$ cat config.mk
export PLATFORM = sky130hd
export DESIGN_NAME = rau_div
export DESIGN_NICKNAME = d
export VERILOG_FILES = /design/src/rau_pkg.sv /design/src/rau_div.sv
export SDC_FILE = /design/constraint.sdc
export NUM_CORES = 1
export LEC_CHECK = 0
export ABC_AREA = 1
export ABC_CLOCK_PERIOD_IN_PS = 5800
export BUFFER_PORTS_ARGS = -buffer_cell sky130_fd_sc_hd__buf_2
export CORE_UTILIZATION = 35
export CTS_CLUSTER_SIZE = 16
export DETAILED_ROUTE_END_ITERATION = 8
export PLACE_DENSITY = 0.62
export REMOVE_ABC_BUFFERS = 1
export SLEW_MARGIN = 20
export SYNTH_ARGS = -nofsm -noshare
export SYNTH_HDL_FRONTEND = slang
export SYNTH_SLANG_ARGS = --single-unit
$ cat constraint.sdc
create_clock -name aclk -period 5.8 [get_ports aclk]
set_clock_uncertainty 0.15 [all_clocks]
set_input_delay 1.74 -clock aclk [delete_from_list [all_inputs] [get_ports aclk]]
set_output_delay 1.74 -clock aclk [all_outputs]
set_load 0.005 [all_outputs]
$ cat src/rau_pkg.sv
// ----------------------------------------------------------------------------
// rau_pkg
// Types and constants of the rational arithmetic unit.
// ----------------------------------------------------------------------------
package rau_pkg;

    localparam int DIV_BITS = 64;
    localparam int CNT_BITS = $clog2(DIV_BITS);

    localparam logic [2:0] OP_ADD  = 3'd0;
    localparam logic [2:0] OP_SUB  = 3'd1;
    localparam logic [2:0] OP_MUL  = 3'd2;
    localparam logic [2:0] OP_DIVI = 3'd3;
    localparam logic [2:0] OP_ADDI = 3'd4;
    localparam logic [2:0] OP_MULI = 3'd5;
    localparam logic [2:0] OP_CMP  = 3'd6;
    localparam logic [2:0] OP_NONE = 3'd7;

    localparam logic [1:0] ST_OK   = 2'd0;
    localparam logic [1:0] ST_OVF  = 2'd1;
    localparam logic [1:0] ST_ZDIV = 2'd2;

    typedef struct packed {
        logic [2:0]         req_type;
        logic signed [31:0] a_num;
        logic signed [31:0] a_den;
        logic signed [31:0] b_num;
        logic signed [31:0] b_den;
    } req_t;

    typedef struct packed {
        logic signed [31:0] res_num;
        logic signed [31:0] res_den;
        logic [1:0]         status;
    } res_t;

    typedef struct packed {
        logic                start;
        logic [DIV_BITS-1:0] dividend;
        logic [DIV_BITS-1:0] divisor;
    } div_req_t;

    typedef struct packed {
        logic                done;
        logic [DIV_BITS-1:0] quot;
        logic [DIV_BITS-1:0] rem;
    } div_rsp_t;

    typedef enum logic [4:0] {
        S_IDLE, S_GCD, S_GCDW, S_QA, S_QAW, S_QB, S_QBW,
        S_MUL1, S_MUL2, S_MUL3, S_COMB, S_RN, S_RNW, S_RD, S_RDW, S_CHK
    } state_t;

    function automatic logic [31:0] mag32(logic signed [31:0] x);
        return x[31] ? 32'(-x) : 32'(x);
    endfunction

    // magnitude and sign back to a wide signed value
    function automatic logic signed [65:0] to_s66(logic [63:0] m, logic neg);
        logic signed [65:0] v;
        v = signed'({2'b00, m});
        return neg ? -v : v;
    endfunction

endpackage

$ cat src/rau_div.sv
// ----------------------------------------------------------------------------
// rau_div
// Restoring radix-2 divider, one quotient bit per cycle, unsigned.
// ----------------------------------------------------------------------------
module rau_div import rau_pkg::*; (
    input  logic     aclk,
    input  logic     aresetn,
    input  div_req_t req,
    output div_rsp_t rsp
);

    logic                busy_reg;
    logic                done_reg;
    logic [CNT_BITS-1:0] cnt_reg;
    logic [DIV_BITS:0]   rem_reg;
    logic [DIV_BITS-1:0] quo_reg;
    logic [DIV_BITS-1:0] dvs_reg;

    logic [DIV_BITS:0]   shift_v;
    logic [DIV_BITS+1:0] diff_v;
    logic                ge_v;
    logic [DIV_BITS:0]   rem_next;
    logic [DIV_BITS-1:0] quo_next;

    always_comb begin
        shift_v  = {rem_reg[DIV_BITS-1:0], quo_reg[DIV_BITS-1]};
        diff_v   = {1'b0, shift_v} - {2'b00, dvs_reg};
        ge_v     = !diff_v[DIV_BITS+1];
        rem_next = ge_v ? diff_v[DIV_BITS:0] : shift_v;
        quo_next = {quo_reg[DIV_BITS-2:0], ge_v};
    end

    always_ff @(posedge aclk) begin
        if (!aresetn) begin
            busy_reg <= 1'b0;
            done_reg <= 1'b0;
            cnt_reg  <= '0;
        end else begin
            done_reg <= 1'b0;
            if (req.start) begin
                busy_reg <= 1'b1;
                cnt_reg  <= '0;
            end else if (busy_reg) begin
                cnt_reg <= cnt_reg + 1'b1;
                if (cnt_reg == CNT_BITS'(DIV_BITS - 1)) begin
                    busy_reg <= 1'b0;
                    done_reg <= 1'b1;
                end
            end
        end
    end

    always_ff @(posedge aclk) begin
        if (req.start) begin
            rem_reg <= '0;
            quo_reg <= req.dividend;
            dvs_reg <= req.divisor;
        end else if (busy_reg) begin
            rem_reg <= rem_next;
            quo_reg <= quo_next;
        end
    end

    assign rsp.done = done_reg;
    assign rsp.quot = quo_reg;
    assign rsp.rem  = rem_reg[DIV_BITS-1:0];

endmodule

==> results of run 1 <==
power groups by stage:
stage               combinational [uW]  sequential (uW)  clock [uW]
finish                             431             1660        1310
global route                       483             1670        1390
CTS                                433             1670        1340
detailed placement                 434             1690           0
global placement                   428             1700           0
floorplan                          230             1680           0
how the worst max path moves through the flow:
| stage | start | end | slack (ns) | depth (start not counted) |
|---|---|---|---|---|
| global route | rem_reg[27] | rem_reg[7] | 2.38 | 15 |
| finish | dvs_reg[29] | rem_reg[0] | 2.59 | 16 |
| floorplan | req[128] | quo_reg[0] | 0.49 | 2 |
| detailed placement | req[128] | cnt_reg[4] | 2.10 | 6 |
| global placement | req[128] | quo_reg[39] | 2.14 | 4 |
| CTS | rem_reg[27] | rem_reg[0] | 2.56 | 15 |
layout by cell type (no fill, tap or decap), drive strengths merged:
master and instances:
o21ai 45, o21a 1, buf 271, clkbuf 22
clkinv 3, nor2 122, o21bai 5, a31oi 2
nor3 11, nand3 162, edfxtp 128, inv 452
nor4 4, ha 65, and2 4, fa 1
nand3b 33, clkinvlp 1, xnor2 28, nand2 934
a21oi 59, nand4 13, bufinv 3, dfxtp 72
xor2 3
routing by layer:
metal | up-vias | share of wire [%] | track usage (%)
met2 | 463 | 45 | 37.93
met1 | 6385 | 46 | 31.10
li1 | 7161 | - | -
met5 | - | 0.017 | 0
met3 | 41 | 7.1 | 5.708
met4 | 2 | 2.0 | 6.930
final cells by class:
type | count | share of cell area (%)
multi-input cells | 1492 | 42.45
flip-flops and latches | 200 | 31.50
well taps | 525 | 3.915
clock buffers | 22 | 2.774
clock inverters | 10 | 0.9546
inverters | 449 | 10.05
repair buffers | 271 | 8.353
critical path: stages (launching register included):
cell and delay [ns]:
edfxtp_1 0.37, inv_1 0.05, ha_1 0.39, nand2_1 0.17, nor2_2 0.20, nand2_2 0.14
clkinv_1 0.06, nand2_1 0.05, nand3_1 0.17, inv_2 0.08, nand2_4 0.10, nand2_4 0.07
nand2_4 0.43, buf_4 0.34, nand2_1 0.09, nand3_1 0.08, o21ai_0 0.08
stage by stage:
| stage | cell area [sq um] | std cells |
|---|---|---|
| finish | 16780 | 2969 |
| global route | 16780 | 2969 |
| CTS | 16780 | 2969 |
| detailed placement | 16150 | 2937 |
| global placement | 16150 | 2937 |
| floorplan | 14080 | 2141 |
cell families after synthesis:
family / after synthesis / share of synthesized area, %
xor gates and xnor gates: 31 / 1.893
adders and majority gates: 66 / 5.808
AOI/OAI and AO/OA: 112 / 4.160
buffers and inverters: 496 / 13.59
DFF: 200 / 36.84
and+or+nand+nor: 1283 / 37.71
==> flow_summary.toml, run 1 <==
[routing]
ant_nets = 0
dr.pass1.iters = 7
wl_um = 48220
wire_per_inst_um = 16.24
drt_iter0_drc = 1138
drc = 0
avgViaCountPerCell = 4.733
vias = 14052

[worst_setup_path]
setup.worst_path.class = "register to register"
cp.arrival_ns = 3.39
reg2reg_depth = 16
worstSetupStartpointType = "register"
crit_fanout = 46
endpoint_kind = "register"
r2r_start = "dvs_reg[29]"
reg2reg_to = "rem_reg[0]"
required_ns = 5.98
r2r_slack_ns = 2.59

[synthesis]
synthTopCellsByCount = "nand2_1 (915), inv_1 (441), nand3_1 (147)"
synth_top_area_share_pct = 26.79
syn_area_per_cell_sq_um = 6.557
synth_top_area_cell = "edfxtp_1"
seq_area_frac_synth_pct = 36.84
synth-seq-cells = 200
synth_ff_type = "edfxtp_1"
synth.area.top_cells = "edfxtp_1 (27%), nand2_1 (24%), inv_1 (12%)"
synth-edff-count = 128
yosysWarnings = 0
yosysMostFrequentCell = "nand2_1"
async_flop_share_pct = 0
synth.distinct_cells = 38
netlist_area_sq_mm = 0.01435
syn_inst = 2188

[placed_design]
place_congestion = 0.9381
numPortBuffers = 259
post-place-ws_ns = 2.103
hpwl_um = 39080

[sta]
setup_viol = 0
slew_violations = 0
fin_tns_setup_ns = 0
max_slew_margin_pct = 29.43
max_freq_ghz = 0.3119
whs_ns = 0.3358
period_needed_ns = 3.206
worstMarginPinSlew_ns = 1.059
hold_violations = 0
rsz0062_at_grt = "no"
finalWorstSetupSlack_ns = 2.594
period_share_pct = 55.28

[run]
maxCapViolations = 0

[power_and_ir_drop]
netSwitchingFraction_pct = 26.95
peakVddDrop_mv = 0.1939
seqPwrFrac_pct = 48.8
p_per_area_mw_per_mm2 = 203.2
internal_power_uw = 2491
switching_power_uw = 919.1
p_clk_share_pct = 38.5
pwr-share-comb_pct = 12.7
power.static_leakage_uw = 0.009501
power_uw = 3410

[cts]
clk_latency_ns = 0.48
postCtsSetupBuffers = 0
htreeDepth = 4
cts_tree = "yes"
clk_pin_slew_ns = 0.08
cts_hold_buf = 0
cts_resized = 0
root_buffer = "clkbuf_16"
cts_buffers = 17
clockBufferDepth = 2
cts.sinks = 200

[final_layout]
fill_cells = 4267
drive_gt1_share_pct = 14.73
fin_util_pct = 41.84
area_growth_pct = 16.95
final_net_count = 2628
ff_latch_area_sq_mm = 0.005285
multiInputGateArea_sq_mm = 0.007122
diodes = 0

[floorplan]
start_util_pct = 35.78
die_height_um = 204.5
num_rows = 73
die_x_um = 204.5
io_pins = 260
fp.dieArea_sq_mm = 0.04180
core-area_sq_mm = 0.04010

[hold_path]
hold_class = "register to register"
hp-start = "rem_reg[37]"
worstHoldEndpoint = "rem_reg[37]"
hold_depth = 2

[grt]
grt_first_pass_wirelength_um = 74380
grt_use_total_pct = 23.57
first_global_vias = 13319
overflow = 0
grt_antenna_before_repair = 1
grt_max_degree = 68

[status]
status = "completed"
(Power assumes the default switching activity.)
==> run 2: changes to the inputs <==
--- a/config.mk
+++ b/config.mk
@@ -5,13 +5,13 @@
 export SDC_FILE = /design/constraint.sdc
 export NUM_CORES = 1
 export LEC_CHECK = 0
-export ABC_AREA = 1
-export ABC_CLOCK_PERIOD_IN_PS = 5800
+export ABC_AREA = 0
+export ABC_CLOCK_PERIOD_IN_PS = 2900
 export BUFFER_PORTS_ARGS = -buffer_cell sky130_fd_sc_hd__buf_2
 export CORE_UTILIZATION = 35
 export CTS_CLUSTER_SIZE = 16
 export DETAILED_ROUTE_END_ITERATION = 8
-export PLACE_DENSITY = 0.62
+export PLACE_DENSITY = 0.66
 export REMOVE_ABC_BUFFERS = 1
 export SLEW_MARGIN = 20
 export SYNTH_ARGS = -nofsm -noshare
==> constraint.sdc (replaced) <==
create_clock -name aclk -period 2.9 [get_ports aclk]
set_clock_uncertainty 0.15 [all_clocks]
set_input_delay 0.87 -clock aclk [delete_from_list [all_inputs] [get_ports aclk]]
set_output_delay 0.87 -clock aclk [all_outputs]
set_load 0.005 [all_outputs]
==> flow_summary.toml, run 2 <==
[synthesis]
synth_top_area_cell = "edfxtp_1"
yosysMostFrequentCell = "nand2_1"
synthTopCellsByCount = "nand2_1 (138), edfxtp_1 (128), nor2_1 (89)"
synth-edff-count = 128
syn_inst = 1221
synth_ff_type = "edfxtp_1"
seq_area_frac_synth_pct = 44.22
synth_top_area_share_pct = 32.16
netlist_area_sq_mm = 0.01195
syn_area_per_cell_sq_um = 9.788
synth-seq-cells = 200
synth.area.top_cells = "edfxtp_1 (32%), dfxtp_1 (12%), ha_1 (6.8%)"
async_flop_share_pct = 0
yosysWarnings = 0
synth.distinct_cells = 77

[cts]
clk_pin_slew_ns = 0.08
clk_latency_ns = 0.46
cts_tree = "yes"
clockBufferDepth = 2
cts_buffers = 17
htreeDepth = 4
root_buffer = "clkbuf_16"
cts_hold_buf = 0
cts.sinks = 200

[status]
status = "finished with violations"
violations = "negative setup slack"

[routing]
ant_nets = 0
wl_um = 39010
dr.pass1.iters = 5
drc = 0
avgViaCountPerCell = 5.156
drt_iter0_drc = 649
vias = 11271
wire_per_inst_um = 17.85

[worst_setup_path]
endpoint_kind = "register"
max_stage_delay_ns = 0.35
setup.worst_path.class = "register to register"
cpMaxStageDelayCell = "edfxtp_1"
cp.arrival_ns = 3.65
r2r_slack_ns = -0.53
crit_fanout = 4
required_ns = 3.12
worstSetupStartpointType = "register"
worstPathCellList = "inv_1, ha_2, inv_2, fa_2, a211oi_2, o21ai_2, a31oi_1, buf_4, a211o_1, a211oi_4, buf_6, nand4_1, a41o_1, xnor2_1, nand2_1, a311oi_2"

[grt]
first_global_vias = 11544
grt_use_total_pct = 21.94
grt_first_pass_wirelength_um = 60630
overflow = 0
grt_max_degree = 82
grt_antenna_before_repair = 6

[floorplan]
fp.dieArea_sq_mm = 0.03489
io_pins = 260
core-area_sq_mm = 0.03353
num_rows = 67
die_height_um = 186.8
die_x_um = 186.8
start_util_pct = 35.64

[sta]
fin_tns_setup_ns = -27.03
period_needed_ns = 3.433
setup_viol = 65
whs_ns = 0.3931
max_freq_ghz = 0.2913
finalWorstSetupSlack_ns = -0.5326
worstMarginPinSlew_ns = 0.7633
period_share_pct = 118.4
max_slew_margin_pct = 48.93
slew_violations = 0
hold_violations = 0
rsz0062_at_grt = "yes"

[final_layout]
area_growth_pct = 47.56
layout.cells.non_filler = 2186
final_net_count = 1921
drive_gt1_share_pct = 47.44
final_cell_mix = "buf_2 (258), buf_4 (244), edfxtp_1 (128), nand2_1 (94), nor2_1 (82)"
fill_cells = 3078
layout_commonest_cell = "buf_2"

[power_and_ir_drop]
p_clk_share_pct = 25.7
pwr-share-comb_pct = 38.0
peakVddDrop_mv = 0.5218
power.static_leakage_uw = 0.007909
netSwitchingFraction_pct = 33.48
seqPwrFrac_pct = 36.3
p_per_area_mw_per_mm2 = 541.3
internal_power_uw = 6350
power_uw = 9546
switching_power_uw = 3196

[placed_design]
hpwl_um = 27660
post-place-ws_ns = -0.6199
place_congestion = 0.9357
placedCellCount = 2113
numPortBuffers = 259

[hold_path]
hold_class = "register to register"

[run]
maxCapViolations = 0
run 2: changes by cell type after synthesis, sizes merged, moves of 32 or more:
| cell | delta |
|---|---|
| nand2 | -791 |
| inv | -366 |
| nand3 | -146 |
| mux2 | +67 |
| a311oi | +38 |
| a21oi | +36 |
| nor2 | -32 |
run 2: path summary, 6_finish.rpt:
path	startpoint	endpoint	cells past startpoint
hold / removal	cnt_reg[1]	cnt_reg[1]	2
setup / recovery	quo_reg[63]	rem_reg[62]	16
hold reg to reg	cnt_reg[1]	cnt_reg[1]	2
setup reg to reg	quo_reg[63]	rem_reg[62]	16
run 2: repair_timing:
action / in CTS / in global routing
gates cloned: 10 / 0
buffers inserted: 27 / 13
pin swaps: 110 / 89
setup endpoints to repair: 65 / 65
resized for setup: 153 / 96
run 2: power groups by stage:
stage / Combinational (uW) / Sequential, uW / Clock (uW)
after floorplan: 1420 / 3550 / 0
after global placement: 2830 / 3510 / 0
after detailed placement: 2870 / 3520 / 0
after CTS: 3390 / 3460 / 2520
after global routing: 3900 / 3490 / 2610
final: 3630 / 3460 / 2460
run 2: cell type report:
type | count | area [sq um] | area share [%]
Multi-Input combinational cell | 870 | 6929 | 39.29
Sequential cell | 200 | 5289 | 29.99
Timing Repair Buffer | 553 | 3953 | 22.41
Tap cell | 448 | 560.5 | 3.178
Clock buffer | 19 | 464.2 | 2.632
Inverter | 82 | 307.8 | 1.745
Clock inverter | 13 | 130.1 | 0.7378
Antenna cell | 1 | 2.502 | 0.01419
run 2: cells by family after synthesis:
kind of cell	share of synthesized area (%)
and+or+nand+nor	13.26
AOI/OAI and AO/OA	19.33
DFF	44.22
buffers and inverters	5.350
muxes	6.983
adders and majority gates	6.972
xor gates and xnor gates	3.884
run 2: metrics by stage:
stage | util, % | cell area, sq um
finish | 52.59 | 17640
global route | 52.59 | 17630
CTS | 51.06 | 17120
detailed placement | 46.26 | 15510
global placement | 46.26 | 15510
floorplan | - | 11620
run 2: routing by layer:
layer,global-route usage [%],vias to the layer above,part of all wire (%)
met5,0,-,0.19
met4,5.549,10,1.9
met3,5.981,57,6.5
met2,38.59,355,49
met1,26.32,5365,42
li1,-,5484,-
run 2: worst max-delay path, delay by kind of cell (launching register included):
| kind | cells | cell delay [ns] |
|---|---|---|
| buffers and inverters | 4 | 0.42 |
| DFF | 1 | 0.35 |
| xor gates and xnor gates | 1 | 0.18 |
| AOI/OAI and AO/OA | 7 | 1.61 |
| and+or+nand+nor | 2 | 0.24 |
| adders and majority gates | 2 | 0.41 |
==> run 3: changes to the inputs <==
--- a/config.mk
+++ b/config.mk
@@ -11,7 +11,7 @@
 export CORE_UTILIZATION = 35
 export CTS_CLUSTER_SIZE = 16
 export DETAILED_ROUTE_END_ITERATION = 8
-export PLACE_DENSITY = 0.66
+export PLACE_DENSITY = 0.69
 export REMOVE_ABC_BUFFERS = 1
 export SLEW_MARGIN = 20
 export SYNTH_ARGS = -nofsm -noshare
==> constraint.sdc (replaced) <==
create_clock -name aclk -period 2.9 [get_ports aclk]
set_clock_uncertainty 0.15 [all_clocks]
set_input_delay 0.145 -clock aclk [delete_from_list [all_inputs] [get_ports aclk]]
set_output_delay 0.145 -clock aclk [all_outputs]
set_load 0.005 [all_outputs]
==> flow_summary.toml, run 3 (same netlist as run 2, synthesis figures left out) <==
[power_and_ir_drop]
p_per_area_mw_per_mm2 = 518.3
switching_power_uw = 3354
power.static_leakage_uw = 0.008531
netSwitchingFraction_pct = 33.98
p_clk_share_pct = 26.1
internal_power_uw = 6516
pwr-share-comb_pct = 38.8
peakVddDrop_mv = 0.4602
seqPwrFrac_pct = 35.1

[routing]
wl_um = 40880
drc = 0
vias = 12033
ant_nets = 0
dr.pass1.iters = 5
wire_per_inst_um = 17.63
drt_iter0_drc = 767
avgViaCountPerCell = 5.191

[worst_setup_path]
cp_top_family = "compound AO/OA/AOI/OAI gates"
cp.arrival_ns = 3.68
crit_fanout = 3
worstSetupStartpointType = "register"
worstPathCellList = "inv_1, ha_1, o21ai_0, o21ai_0, nand2_1, a21oi_4, o31ai_2, buf_4, buf_4, o311ai_4, nand3_2, or4_4, mux2_4, a31oi_1"
max_stage_delay_ns = 0.49
r2r_start = "dvs_reg[9]"
setup.worst_path.class = "register to register"
r2r_slack_ns = -0.53
endpoint_kind = "register"
cp_num_buf_inv = 3
cp.depth = 14
reg2reg_depth = 14
reg2reg_to = "rem_reg[60]"
cpMaxStageDelayCell = "or4_4"
required_ns = 3.15

[run]
maxCapViolations = 0

[sta]
max_slew_margin_pct = 43.30
period_share_pct = 118.4
rsz0062_at_grt = "yes"
worstMarginPinSlew_ns = 0.8474
setup_viol = 65
finalWorstSetupSlack_ns = -0.5340
hold_violations = 0
period_needed_ns = 3.434
fin_tns_setup_ns = -22.16
slew_violations = 0
max_freq_ghz = 0.2912

[cts]
cts_buffers = 17
clk_latency_ns = 0.47
clockBufferDepth = 2
clk_pin_slew_ns = 0.09
root_buffer = "clkbuf_16"
htreeDepth = 4
cts.sinks = 200
cts_tree = "yes"

[floorplan]
io_pins = 260
start_util_pct = 35.64
fp.dieArea_sq_mm = 0.03489
num_rows = 67
core-area_sq_mm = 0.03353
die_x_um = 186.8
die_height_um = 186.8

[placed_design]
numPortBuffers = 259
place_congestion = 0.8913
hpwl_um = 26890

[grt]
first_global_vias = 12163
overflow = 0
grt_first_pass_wirelength_um = 62780
grt_antenna_before_repair = 4
grt_max_degree = 67
grt_use_total_pct = 22.52

[final_layout]
layout_commonest_cell = "buf_2"
fill_cells = 2810
drive_gt1_share_pct = 44.75
area_growth_pct = 59.35
final_cell_mix = "buf_2 (258), buf_4 (245), dlygate4sd3_1 (130), edfxtp_1 (128), nand2_1 (88)"
final_net_count = 2050
fin_util_pct = 56.79

[hold_path]
hold_depth = 2
hold_class = "primary input to register"
hp-start = "req[8]"
worstHoldEndpoint = "dvs_reg[8]"

[status]
status = "finished with violations"
violations = "negative setup slack"
-- run 3: what timing repair did --
item                                    4_1_cts  5_1_grt
pin swaps                                    93       74
gates cloned                                 12        1
setup buffers                                27       15
hold endpoints to repair                    159        0
gates resized for setup                     139      115
hold buffers                                130        0
endpoints found under the setup margin       65       65
-- run 3: how the worst max path moves through the flow --
stage                start     endpoint  slack [ns]
2_1_floorplan     busy_reg   quo_reg[0]       -1.89
3_3_place_gp   quo_reg[63]  rem_reg[60]       -0.60
3_5_place_dp   quo_reg[63]  rem_reg[60]       -0.69
4_1_cts        quo_reg[63]  rem_reg[46]       -0.50
5_1_grt         dvs_reg[9]  rem_reg[60]       -0.66
6_report        dvs_reg[9]  rem_reg[60]       -0.53
-- run 3: area by class of cell --
class,instances,area (sq um),area share (%)
Antenna cell,4,10.01,0.05256
Clock buffer,17,425.4,2.234
Clock inverter,15,197.7,1.038
Inverter,82,307.8,1.616
Multi-Input combinational cell,870,6978,36.64
Sequential cell,200,5290,27.78
Tap cell,448,560.5,2.943
Timing Repair Buffer,682,5275,27.70
-- run 3: metal layers --
layer	vias to the layer above	global-route usage (%)	routed length, um
li1	5760	-	-
met3	86	4.439	2400
met4	0	9.426	1377
met2	437	39.67	20330
met1	5750	26.63	16760
met5	-	0	0
-- run 3: worst register-to-register path, cell delays in order (launching register included) --
cell and delay (ns):
edfxtp_1 0.33, inv_1 0.05, ha_1 0.32, o21ai_0 0.12, o21ai_0 0.32, nand2_1 0.19
a21oi_4 0.23, o31ai_2 0.08, buf_4 0.16, buf_4 0.14, o311ai_4 0.23, nand3_2 0.11
or4_4 0.49, mux2_4 0.31, a31oi_1 0.12
-- run 3: metrics by stage --
stage	power (uW)	worst slack (ns)	hold slack (ns)	instances	area [sq um]
2_1_floorplan	4973	-1.891	0.05744	1151	11620
3_3_place_gp	6284	-0.5980	0.1710	2102	15420
3_5_place_dp	6323	-0.6928	0.1731	2102	15420
4_1_cts	9620	-0.4996	0.2106	2302	18440
5_1_grt	10310	-0.6595	0.2269	2318	19040
6_report	9871	-0.5340	0.2309	2318	19040
-- run 3: power groups by stage --
stage	logic (uW)	clock network [uW]	registers, uW
global placement	2780	0	3510
floorplan	1420	0	3550
finish	3830	2570	3460
CTS	3540	2620	3460
detailed placement	2810	0	3510
global route	4110	2710	3490
